==> config.mk <==
export PLATFORM = sky130hd
export DESIGN_NAME = smt_ctrl
export DESIGN_NICKNAME = d
export VERILOG_FILES = /design/src/design/smt_pkg.sv /design/src/design/smt_ctrl.sv
export SDC_FILE = /design/constraint.sdc
export NUM_CORES = 1
export LEC_CHECK = 0
export ABC_AREA = 1
export CAP_MARGIN = 5
export CORE_MARGIN = 8
export CORE_UTILIZATION = 49
export DETAILED_ROUTE_END_ITERATION = 10
export DONT_BUFFER_PORTS = 1
export PLACE_DENSITY = 0.75
export SYNTH_ARGS = -nofsm -noshare
export SYNTH_HDL_FRONTEND = slang
export SYNTH_SLANG_ARGS = --single-unit
==> constraint.sdc <==
create_clock -name clk -period 2.34 [get_ports clk]
set_input_delay 0.234 -clock clk [delete_from_list [all_inputs] [get_ports clk]]
set_output_delay 0.234 -clock clk [all_outputs]
set_load 0.02 [all_outputs]
==> src/design/smt_pkg.sv <==
// ----------------------------------------------------------------------------
// smt_pkg
// Types, codes and sizes shared by the sorted meter table modules.
// ----------------------------------------------------------------------------
package smt_pkg;

  localparam int TABLE_DEPTH = 256;
  localparam int IDX_W       = $clog2(TABLE_DEPTH);
  localparam int CNT_W       = IDX_W + 1;
  localparam int KEY_W       = 48;
  localparam int TERM_W      = 48;

  typedef enum logic [2:0] {
    ACT_ADD     = 3'd0,
    ACT_DEL     = 3'd1,
    ACT_LOOKUP  = 3'd2,
    ACT_SETTERM = 3'd3,
    ACT_COUNT   = 3'd4,
    ACT_FREE    = 3'd5
  } action_t;

  typedef enum logic [1:0] {
    ST_OK       = 2'd0,
    ST_NOTFOUND = 2'd1,
    ST_FULL     = 2'd2,
    ST_SLOT     = 2'd3
  } status_t;

  typedef struct packed {
    logic [2:0]        action;
    logic [KEY_W-1:0]  meter_key;
    logic [7:0]        protocol_type;
    logic [TERM_W-1:0] terminal_addr;
    logic [7:0]        success_flag;
    logic [15:0]       slot_number;
  } in_item_t;

  typedef struct packed {
    logic [1:0]  status;
    logic [7:0]  entry_index;
    logic [7:0]  out_type;
    logic [47:0] out_terminal;
    logic [7:0]  out_flag;
    logic [7:0]  out_slot;
    logic [8:0]  match_count;
    logic [7:0]  free_slot;
    logic        free_found;
    logic [8:0]  entry_count;
  } out_item_t;

  typedef struct packed {
    logic [KEY_W-1:0]  key;
    logic [7:0]        ptype;
    logic [TERM_W-1:0] term;
    logic [7:0]        flag;
    logic [IDX_W-1:0]  slot;
  } entry_t;

  typedef enum logic [3:0] {
    S_IDLE,
    S_SEARCH,
    S_SRCH_CMP,
    S_PROBE_CHK,
    S_DISPATCH,
    S_INS_CHK,
    S_INS_MOVE,
    S_INS_PUT,
    S_DEL_CHK,
    S_DEL_MOVE,
    S_DEL_DONE,
    S_COUNT,
    S_FREE,
    S_EMIT
  } state_t;

  typedef enum logic [4:0] {
    OP_NONE,
    OP_LOAD,
    OP_SRCH_RD,
    OP_SRCH_UPD,
    OP_PROBE_RD,
    OP_PROBE_CHK,
    OP_MODIFY,
    OP_INS_INIT,
    OP_INS_RD,
    OP_INS_STEP,
    OP_INS_PUT,
    OP_DEL_INIT,
    OP_DEL_RD,
    OP_DEL_STEP,
    OP_DEL_DONE,
    OP_CNT_INIT,
    OP_CNT_STEP,
    OP_FREE_INIT,
    OP_FREE_STEP,
    OP_EMIT
  } op_t;

  typedef struct packed {
    op_t     op;
    status_t res_status;
    logic    res_entry;
  } cmd_t;

  typedef struct packed {
    logic [2:0] act;
    logic       found;
    logic       slot_bad;
    logic       full;
    logic       srch_go;
    logic       mv_any;
    logic       mv_more;
    logic       del_any;
    logic       del_more;
    logic       cnt_done;
    logic       free_done;
    logic       out_busy;
  } stat_t;

endpackage

==> src/design/smt_ctrl.sv <==
// ----------------------------------------------------------------------------
// smt_ctrl
// Sequencer: binary search, dispatch, entry moves, scans and result issue.
// ----------------------------------------------------------------------------
module smt_ctrl (
  input  logic          clk,
  input  logic          rst_n,
  input  logic          in_valid,
  output logic          in_ready,
  input  smt_pkg::stat_t stat,
  output smt_pkg::cmd_t  cmd
);
  import smt_pkg::*;

  state_t  state_r, state_nxt;
  status_t res_status_r, res_status_nxt;
  logic    res_entry_r, res_entry_nxt;

  // state and result code registers
  always_ff @(posedge clk) begin
    if (!rst_n) begin
      state_r      <= S_IDLE;
      res_status_r <= ST_OK;
      res_entry_r  <= 1'b0;
    end else begin
      state_r      <= state_nxt;
      res_status_r <= res_status_nxt;
      res_entry_r  <= res_entry_nxt;
    end
  end

  // next state and result code
  always_comb begin
    state_nxt      = state_r;
    res_status_nxt = res_status_r;
    res_entry_nxt  = res_entry_r;
    case (state_r)
      S_IDLE: begin
        if (in_valid) state_nxt = S_SEARCH;
      end
      S_SEARCH: begin
        state_nxt = stat.srch_go ? S_SRCH_CMP : S_PROBE_CHK;
      end
      S_SRCH_CMP: state_nxt = S_SEARCH;
      S_PROBE_CHK: state_nxt = S_DISPATCH;
      S_DISPATCH: begin
        res_status_nxt = ST_OK;
        res_entry_nxt  = 1'b0;
        state_nxt      = S_EMIT;
        case (action_t'(stat.act))
          ACT_ADD: begin
            if (stat.slot_bad) begin
              res_status_nxt = ST_SLOT;
            end else if (stat.found) begin
              res_entry_nxt = 1'b1;
            end else if (stat.full) begin
              res_status_nxt = ST_FULL;
            end else begin
              res_entry_nxt = 1'b1;
              state_nxt     = S_INS_CHK;
            end
          end
          ACT_DEL: begin
            if (stat.found) begin
              res_entry_nxt = 1'b1;
              state_nxt     = S_DEL_CHK;
            end else begin
              res_status_nxt = ST_NOTFOUND;
            end
          end
          ACT_LOOKUP, ACT_SETTERM: begin
            if (stat.found) res_entry_nxt  = 1'b1;
            else            res_status_nxt = ST_NOTFOUND;
          end
          ACT_COUNT: state_nxt = S_COUNT;
          ACT_FREE:  state_nxt = S_FREE;
          default: ;
        endcase
      end
      S_INS_CHK:  state_nxt = stat.mv_any ? S_INS_MOVE : S_INS_PUT;
      S_INS_MOVE: state_nxt = stat.mv_more ? S_INS_MOVE : S_INS_PUT;
      S_INS_PUT:  state_nxt = S_EMIT;
      S_DEL_CHK:  state_nxt = stat.del_any ? S_DEL_MOVE : S_DEL_DONE;
      S_DEL_MOVE: state_nxt = stat.del_more ? S_DEL_MOVE : S_DEL_DONE;
      S_DEL_DONE: state_nxt = S_EMIT;
      S_COUNT: begin
        if (stat.cnt_done) state_nxt = S_EMIT;
      end
      S_FREE: begin
        if (stat.free_done) state_nxt = S_EMIT;
      end
      S_EMIT: begin
        if (!stat.out_busy) state_nxt = S_IDLE;
      end
      default: state_nxt = S_IDLE;
    endcase
  end

  // commands to the datapath
  always_comb begin
    in_ready       = 1'b0;
    cmd.op         = OP_NONE;
    cmd.res_status = res_status_r;
    cmd.res_entry  = res_entry_r;
    case (state_r)
      S_IDLE: begin
        // no item is taken while reset is held
        in_ready = rst_n;
        if (in_valid && rst_n) cmd.op = OP_LOAD;
      end
      S_SEARCH:    cmd.op = stat.srch_go ? OP_SRCH_RD : OP_PROBE_RD;
      S_SRCH_CMP:  cmd.op = OP_SRCH_UPD;
      S_PROBE_CHK: cmd.op = OP_PROBE_CHK;
      S_DISPATCH: begin
        case (action_t'(stat.act))
          ACT_ADD: begin
            if (!stat.slot_bad && stat.found)                    cmd.op = OP_MODIFY;
            else if (!stat.slot_bad && !stat.found && !stat.full) cmd.op = OP_INS_INIT;
          end
          ACT_DEL:     if (stat.found) cmd.op = OP_DEL_INIT;
          ACT_SETTERM: if (stat.found) cmd.op = OP_MODIFY;
          ACT_COUNT:   cmd.op = OP_CNT_INIT;
          ACT_FREE:    cmd.op = OP_FREE_INIT;
          default: ;
        endcase
      end
      S_INS_CHK:  if (stat.mv_any) cmd.op = OP_INS_RD;
      S_INS_MOVE: cmd.op = OP_INS_STEP;
      S_INS_PUT:  cmd.op = OP_INS_PUT;
      S_DEL_CHK:  if (stat.del_any) cmd.op = OP_DEL_RD;
      S_DEL_MOVE: cmd.op = OP_DEL_STEP;
      S_DEL_DONE: cmd.op = OP_DEL_DONE;
      S_COUNT:    if (!stat.cnt_done) cmd.op = OP_CNT_STEP;
      S_FREE:     if (!stat.free_done) cmd.op = OP_FREE_STEP;
      S_EMIT:     if (!stat.out_busy) cmd.op = OP_EMIT;
      default: ;
    endcase
  end

endmodule

==> flow_summary.toml, run 1 <==
[sta]
period_minus_slack_ps = 1960
setup_viol = 0
finalMaxSlewViolations = 0
slew_headroom_pct = 67.7
fin_ws_ps = 380
rsz0062_at_grt = "no"
setup_tns_ps = 0
fmax_mhz = 510
hold_viol = 0
whs_ps = 136
fin_skew_ps = 0.900
tightest_slew_ps = 483
post-route-period-util_pct = 83.8

[place]
placed_cell_area_um2 = 818
numPortBuffers = 0
detailed_place_hpwl_um = 1900
dp_slack_ps = 649
gp_congestion = 0.906

[die]
start_util_pct = 53.4
die_y_um = 56.7
ios = 26
placeableCoreArea_mm2 = 0.00152
rows = 14
die_area_mm2 = 0.00322
die_w_um = 56.7

[drt]
drc = 0
via_count = 911
wl_per_cell_um = 14.2
routed_via_density = 5.73
dr.pass1.iters = 4
wirelength_um = 2260
ant_nets = 0
drtIter0Drc = 49

[pwr]
p_per_area_mw_per_mm2 = 558
peakVddDrop_mv = 0.368
power.leakage_nw = 0.410
combPwrFrac_pct = 45.6
pwr-share-seq_pct = 31.9
clkPwrFrac_pct = 22.5
power.net_switching_w = 0.000210
intPower_w = 0.000261
p_sw_share_pct = 44.5

[global_routing]
antenna_found_initial = 0
grt_start_max_net_pins = 14
grt_pass1_vias = 796
grt_pass1_wl_um = 3510
grt-ovfl-total = 0
grt_use_total_pct = 13.1

[run_status]
outcome = "finished clean"

[cts]
cts_buffer_depth = 2
numCtsBuffers = 3
clock_insertion_delay_worst_skew_ps = 250
cts_resized = 0
cts.sinks = 7
clk_pin_slew_ps = 50
htreeDepth = 1
cts_hold_buf = 0
postCtsSetupBuffers = 0
cts_tree = "done"
root_buffer = "clkbuf_4"

[yosys]
seq_area_frac_synth_pct = 17.2
synth.distinct_cells = 25
yosys_warnings = 0
syn_nets = 158
avgSynthCellArea_um2 = 5.77
synthCells = 141
ys_seq_elements = 7
synth.cell_area_um2 = 813

[finish]
fill_cells = 151
final_common_cell = "nand2_1"
n_antenna_cell = 0
syn2layout_area_growth_pct = 3.85
drive_above_1_share_pct = 16.8
postLayoutCellArea_um2 = 845
nets = 161
final_cell_mix = "35 x nand2_1, 20 x nor2_1, 16 x inv_1"

[worst_setup_path]
worstSetupPathType = "reg2out"
rr_endpoint = "state_r[0]"
cp_slowest_stage_delay_ps = 380
end_kind = "output pin"
arrival_ps = 1730
crit_start = "state_r[2]"
critical_path.slowest_cell = "nor2_1"
endpoint = "cmd[3]"
worstPathRequired_ps = 2110
cp_num_cells = 5
cp_top_family = "simple AND/OR/NAND/NOR gates"
cp_num_buf_inv = 0
crit_chain = "nor2_2 -> nand3_2 -> nor2_1 -> nand2_1 -> nand3_1"
cp-start-kind = "flop"
reg2regPathDepth = 9
r2r_setup_slack_ps = 890
worstPathMaxFanout = 6
rr_startpoint = "state_r[3]"

[worst_hold_path]
hp-class = "in2reg"
hp-start = "rst_n"

[flow_run]
cap_violations = 0
[cell families after synthesis]
kind of cell,after synthesis,synth area share [%]
flip-flops,7,17.2
buffers and inverters,22,11.1
AO/OA/AOI/OAI,18,13.4
AND/OR/NAND/NOR,94,58.3
[power groups by stage]
stage | clock [W] | combinational (W) | sequential (W)
6_report | 0.000106 | 0.000215 | 0.000150
4_1_cts | 0.000111 | 0.000215 | 0.000150
3_3_place_gp | 0 | 0.000211 | 0.000152
5_1_grt | 0.000116 | 0.000233 | 0.000153
3_5_place_dp | 0 | 0.000213 | 0.000153
2_1_floorplan | 0 | 0.000183 | 0.000148
[routing by layer]
metal | routed length (um) | part of all wire (%) | global-route usage [%] | up-vias
li1 | - | - | - | 468
met1 | 1000 | 44 | 16.2 | 400
met2 | 1070 | 47 | 20.5 | 41
met3 | 164 | 7.3 | 3.37 | 2
met4 | 18 | 0.80 | 6.04 | 0
met5 | 0 | 0 | 0 | -
[worst min path at each step]
stage                     slack, ps          end  depth (start not counted)
after floorplan                 370  res_entry_r                          2
after global placement          390  res_entry_r                          2
after detailed placement        380  res_entry_r                          2
after CTS                       120  res_entry_r                          2
after global routing            140  res_entry_r                          2
final                           140  res_entry_r                          2
[sequential cells by signal, indices dropped and copies added (netlist names)]
| signal | flops |
|---|---|
| state_r | 4 |
| res_entry_r | 1 |
| res_status_r | 2 |
[metrics by stage]
| stage | total power (W) | cells | utilization, % |
|---|---|---|---|
| 2_1_floorplan | 0.000331 | 141 | - |
| 3_3_place_gp | 0.000363 | 155 | 53.7 |
| 3_5_place_dp | 0.000366 | 155 | 53.7 |
| 4_1_cts | 0.000476 | 159 | 55.4 |
| 5_1_grt | 0.000502 | 159 | 55.4 |
| 6_report | 0.000471 | 159 | 55.4 |
[area by class of cell]
| class | instances | area (um2) | share of cell area, % |
|---|---|---|---|
| clock buffer | 4 | 26.3 | 3.11 |
| inverter | 20 | 75.1 | 8.89 |
| multi-input combinational | 112 | 583 | 69.0 |
| sequential | 7 | 140 | 16.6 |
| tap | 16 | 20.0 | 2.37 |
[synth_stat cells]
| library cell | number | share of area (%) |
|---|---|---|
| nand2_1 | 35 | 16 |
| nor2_1 | 20 | 9.2 |
| inv_1 | 16 | 7.4 |
| nand3_1 | 11 | 6.8 |
| a21oi_1 | 8 | 4.9 |
| dfxtp_1 | 7 | 17 |
| nand2_2 | 6 | 4.6 |
| inv_2 | 4 | 1.8 |
| nand3b_1 | 4 | 3.7 |
| nand4_1 | 4 | 3.1 |
| a31oi_1 | 3 | 2.3 |
| nor2_2 | 3 | 2.3 |
| nor2_4 | 3 | 4.2 |
| o21ai_0 | 3 | 1.8 |
| buf_4 | 2 | 1.8 |
| nand3_2 | 2 | 2.5 |
| nor3_1 | 2 | 1.2 |
| a41oi_1 | 1 | 1.1 |
| and2_1 | 1 | 0.77 |
| and3_4 | 1 | 1.4 |
| nand2_4 | 1 | 1.4 |
| o211a_1 | 1 | 1.2 |
| o211ai_1 | 1 | 0.92 |
| o221ai_1 | 1 | 1.1 |
| or2_4 | 1 | 1.1 |
Note: power is estimated with default switching activity, not from simulation.
==> run 2: changes to the inputs <==
==> constraint.sdc (replaced) <==
create_clock -name clk -period 2.05 [get_ports clk]
set_input_delay 0.205 -clock clk [delete_from_list [all_inputs] [get_ports clk]]
set_output_delay 0.205 -clock clk [all_outputs]
set_load 0.02 [all_outputs]
==> run 2 against run 1 <==
Net effect:
- core utilization increased by 0.49 points
- critical path depth decreased by 1
- global-route usage increased by 1.3 points
- clock power increased by 18%
- critical endpoint is now cmd[6]
- sequential power increased by 14%
- hold slack got worse by 34 ps
- largest cell class unchanged
- die area unchanged
==> flow_summary.toml, run 2 (synthesis results as in run 1) <==
[sta]
slew_headroom_pct = 67.6
whs_ps = 102
rsz0062_at_grt = "no"
hold_viol = 0
setup_viol = 0
fin_ws_ps = 102
period_minus_slack_ps = 1950
tightest_slew_ps = 484
finalMaxSlewViolations = 0
fmax_mhz = 513
fin_skew_ps = 0.871
setup_tns_ps = 0
post-route-period-util_pct = 95.0

[cts]
numCtsBuffers = 3
cts_buffer_depth = 2
cts_tree = "done"
postCtsSetupBuffers = 0
cts_hold_buf = 0
root_buffer = "clkbuf_4"
clock_insertion_delay_worst_skew_ps = 250
cts.sinks = 7
htreeDepth = 1
clk_pin_slew_ps = 50
cts_resized = 0

[drt]
routed_via_density = 5.64
wirelength_um = 2270
drtIter0Drc = 40
drc = 0
via_count = 903
dr.pass1.iters = 4
wl_per_cell_um = 14.2
ant_nets = 0

[worst_setup_path]
worstSetupPathType = "reg2out"
end_kind = "output pin"
worstPathMaxFanout = 13
cp-start-kind = "flop"
arrival_ps = 1740
worstPathRequired_ps = 1850

[finish]
nets = 162
syn2layout_area_growth_pct = 4.77
utilization_pct = 55.9
drive_above_1_share_pct = 17.4
top_register = "state_r"
largest_reg_flops = 4
n_antenna_cell = 0
final_common_cell = "nand2_1"
final_cell_mix = "35 x nand2_1, 20 x nor2_1, 16 x inv_1"
reg_top3 = "state_r (4), res_status_r (2), res_entry_r (1)"

[flow_run]
cap_violations = 0

[die]
rows = 14
die_area_mm2 = 0.00322
ios = 26
die_w_um = 56.7
start_util_pct = 53.4
die_y_um = 56.7
placeableCoreArea_mm2 = 0.00152

[global_routing]
grt_pass1_wl_um = 3860
antenna_found_initial = 0
grt_use_total_pct = 14.4
grt_pass1_vias = 837
grt-ovfl-total = 0
grt_start_max_net_pins = 14

[place]
numPortBuffers = 0
gp_congestion = 0.997
dp_slack_ps = 408
detailed_place_hpwl_um = 1900

[run_status]
outcome = "finished clean"

[pwr]
power.leakage_nw = 0.415
p_per_area_mw_per_mm2 = 643
peakVddDrop_mv = 0.467

[worst_hold_path]
hp-class = "in2reg"
## run 2: cell types whose count changed in the layout (fill, tap and decap cells not counted), sizes merged
cell  before  now
buf        0    1
## run 2: worst paths after layout
| kind | from | end | slack (ps) | cells past startpoint |
|---|---|---|---|---|
| max reg2reg | state_r[0] | state_r[0] | 640 | 9 |
| min | rst_n | res_entry_r | 100 | 2 |
| max | state_r[2] | cmd[6] | 100 | 4 |
| min reg2reg | state_r[0] | state_r[0] | 550 | 2 |
## run 2: cell type report
| class | count | area, um2 |
|---|---|---|
| clock buffers | 4 | 26.3 |
| inverters | 20 | 75.1 |
| multi-input cells | 112 | 583 |
| well taps | 16 | 20.0 |
| repair buffers | 1 | 7.51 |
| fillers | 158 | 672 |
| flip-flops and latches | 7 | 140 |
## run 2: worst max-delay path, cell delays in order (launching register included)
cell and delay [ps]:
dfxtp_1 460, nand2_2 140, nor2_4 280, inv_1 150, o211ai_1 450
## run 2: metrics by stage
step                      area (um2)  instances  total power [W]
after floorplan                  813        141         0.000378
after global placement           826        156         0.000419
after detailed placement         826        156         0.000423
after CTS                        852        160         0.000550
after global routing             852        160         0.000582
final                            852        160         0.000548
## run 2: metal layers
metal	share of wire, %	vias to the layer above	global-route usage, %	wire [um]
li1	-	466	-	-
met1	46	393	18.9	1050
met2	45	39	21.6	1020
met3	6.7	5	2.92	152
met4	1.8	0	7.05	41
met5	0	-	0	0
## run 2: power breakdown
part | internal, W | switching [W] | total [W] | leakage (nW)
Combinational | 0.0000806 | 0.000170 | 0.000251 | 0.343
Clock | 0.0000743 | 0.0000511 | 0.000125 | 0.0150
Sequential | 0.000149 | 0.0000223 | 0.000171 | 0.0569
==> run 3: changes to the inputs <==
--- a/config.mk
+++ b/config.mk
@@ -9,6 +9,7 @@
 export CAP_MARGIN = 5
 export CORE_MARGIN = 8
 export CORE_UTILIZATION = 49
+export CTS_CLUSTER_SIZE = 12
 export DETAILED_ROUTE_END_ITERATION = 10
 export DONT_BUFFER_PORTS = 1
 export PLACE_DENSITY = 0.75
==> constraint.sdc (replaced) <==
create_clock -name clk -period 2.05 [get_ports clk]
set_input_delay 0.205 -clock clk [delete_from_list [all_inputs] [get_ports clk]]
set_output_delay 0.205 -clock clk [all_outputs]
set_load 0.005 [all_outputs]
==> run 3 against run 2 <==
Net effect:
- core utilization is 0.49 points lower
- critical path depth up 1
- hold slack better by 3.8 ps
- count of clock-buffer cells in the layout stayed put
- die area is the same
- combinational power down 14%
- setup slack better by 160 ps
- total power shrank 6.9%
- design area decreased by 0.88%
- clock skew about the same
- global-route usage fell by 1.0 points
- wire length about the same
- critical path type unchanged
==> flow_summary.toml, run 3 (synthesis results as in run 1) <==
[run_status]
outcome = "finished clean"

[global_routing]
grt_pass1_wl_um = 3570
use_met1_pct = 17.5
grt_use_met3_pct = 2.92
grt_pass1_vias = 790
top_usage_layer = "met2"
grt_start_max_net_pins = 14
grtUsageMet2_pct = 20.2
grt_use_total_pct = 13.4
grt-ovfl-total = 0
antenna_found_initial = 0

[sta]
setup_tns_ps = 0
hold_viol = 0
setup_viol = 0
period_minus_slack_ps = 1790
finalMaxSlewViolations = 0
rsz0062_at_grt = "no"
tightest_slew_ps = 279
fin_skew_ps = 1.35
slew_headroom_pct = 81.4
fmax_mhz = 559
post-route-period-util_pct = 87.2

[cts]
cts_resized = 0
postCtsSetupBuffers = 0
cts_tree = "done"
clock_insertion_delay_worst_skew_ps = 250
htreeDepth = 1
cts_buffer_depth = 2
numCtsBuffers = 3
clk_pin_slew_ps = 50
cts_hold_buf = 0
cts.sinks = 7
root_buffer = "clkbuf_4"

[worst_setup_path]
worstPathRequired_ps = 1850
rr_startpoint = "state_r[2]"
worstPathMaxFanout = 13
end_kind = "output pin"
arrival_ps = 1580
cp-start-kind = "flop"
reg2regPathDepth = 9
cp_slowest_stage_delay_ps = 460
rr_endpoint = "state_r[0]"
critical_path.slowest_cell = "dfxtp_1"
crit_chain = "nand2_2 -> nor2_4 -> inv_1 -> o211a_1 -> nand4_1"
r2r_setup_slack_ps = 600
worstSetupPathType = "reg2out"

[finish]
drive_above_1_share_pct = 16.8
area.sequential_um2 = 140
reg_top3 = "state_r (4), res_status_r (2), res_entry_r (1)"
nets = 161
postLayoutCellArea_um2 = 845
multi_input_area_um2 = 583
n_antenna_cell = 0
top_register = "state_r"
final_cell_mix = "35 x nand2_1, 20 x nor2_1, 16 x inv_1"
largest_reg_flops = 4
final_common_cell = "nand2_1"
fill_cells = 146
syn2layout_area_growth_pct = 3.85

[pwr]
power.leakage_nw = 0.410
peakVddDrop_mv = 0.424
p_per_area_mw_per_mm2 = 604

[die]
die_area_mm2 = 0.00322
start_util_pct = 53.4
ios = 26
die_w_um = 56.7
rows = 14
placeableCoreArea_mm2 = 0.00152
die_y_um = 56.7

[drt]
drc = 0
via_count = 931
drtIter0Drc = 60
routed_via_density = 5.86
dr.pass1.iters = 4
ant_nets = 0
wirelength_um = 2270
wl_per_cell_um = 14.3

[flow_run]
cap_violations = 0

[place]
detailed_place_hpwl_um = 1880
placed_cell_area_um2 = 818
gp_congestion = 0.939
numPortBuffers = 0

[worst_hold_path]
whs_endpoint = "res_entry_r"
worstHoldPathCells = 2
hp-start = "rst_n"
hp-class = "in2reg"
-- run 3: metal layers --
| metal | vias to the layer above | part of all wire [%] |
|---|---|---|
| met2 | 60 | 45 |
| met1 | 395 | 42 |
| met4 | 0 | 1.9 |
| met5 | - | 0 |
| met3 | 10 | 11 |
| li1 | 466 | - |
-- run 3: worst max-delay path by stage --
stage                     from     end  depth (start not counted)  slack, ps
finish              state_r[2]  cmd[4]                          5        260
global route        state_r[2]  cmd[4]                          5        180
CTS                 state_r[2]  cmd[4]                          5        270
detailed placement  state_r[2]  cmd[4]                          5        560
global placement    state_r[2]  cmd[4]                          5        620
floorplan           state_r[2]  cmd[4]                          7        770
-- run 3: power breakdown --
group,total [W],leakage (nW),internal [W],switching [W]
clock,0.000123,0.0150,0.0000742,0.0000490
sequential,0.000170,0.0569,0.000149,0.0000204
combinational,0.000217,0.338,0.0000751,0.000142
-- run 3: final cells by class --
type	instances	area share, %
multi-input combinational	112	69.0
sequential	7	16.6
inverter	20	8.89
clock buffer	4	3.11
tap	16	2.37
-- run 3: per-stage QoR --
step / utilization (%) / cells / setup slack [ps] / hold slack (ps) / total power (W)
3_5_place_dp: 53.7 / 155 / 557 / 356 / 0.000387
2_1_floorplan: - / 141 / 772 / 343 / 0.000348
3_3_place_gp: 53.7 / 155 / 618 / 360 / 0.000383
6_report: 55.4 / 159 / 262 / 106 / 0.000510
4_1_cts: 55.4 / 159 / 274 / 92.4 / 0.000515
5_1_grt: 55.4 / 159 / 180 / 131 / 0.000547
-- run 3: worst max-delay path, delay by kind of cell (launching register included) --
family | cells | cell delay (ps)
AOI/OAI and AO/OA | 1 | 230
buffers and inverters | 1 | 140
DFF | 1 | 460
and+or+nand+nor | 3 | 500
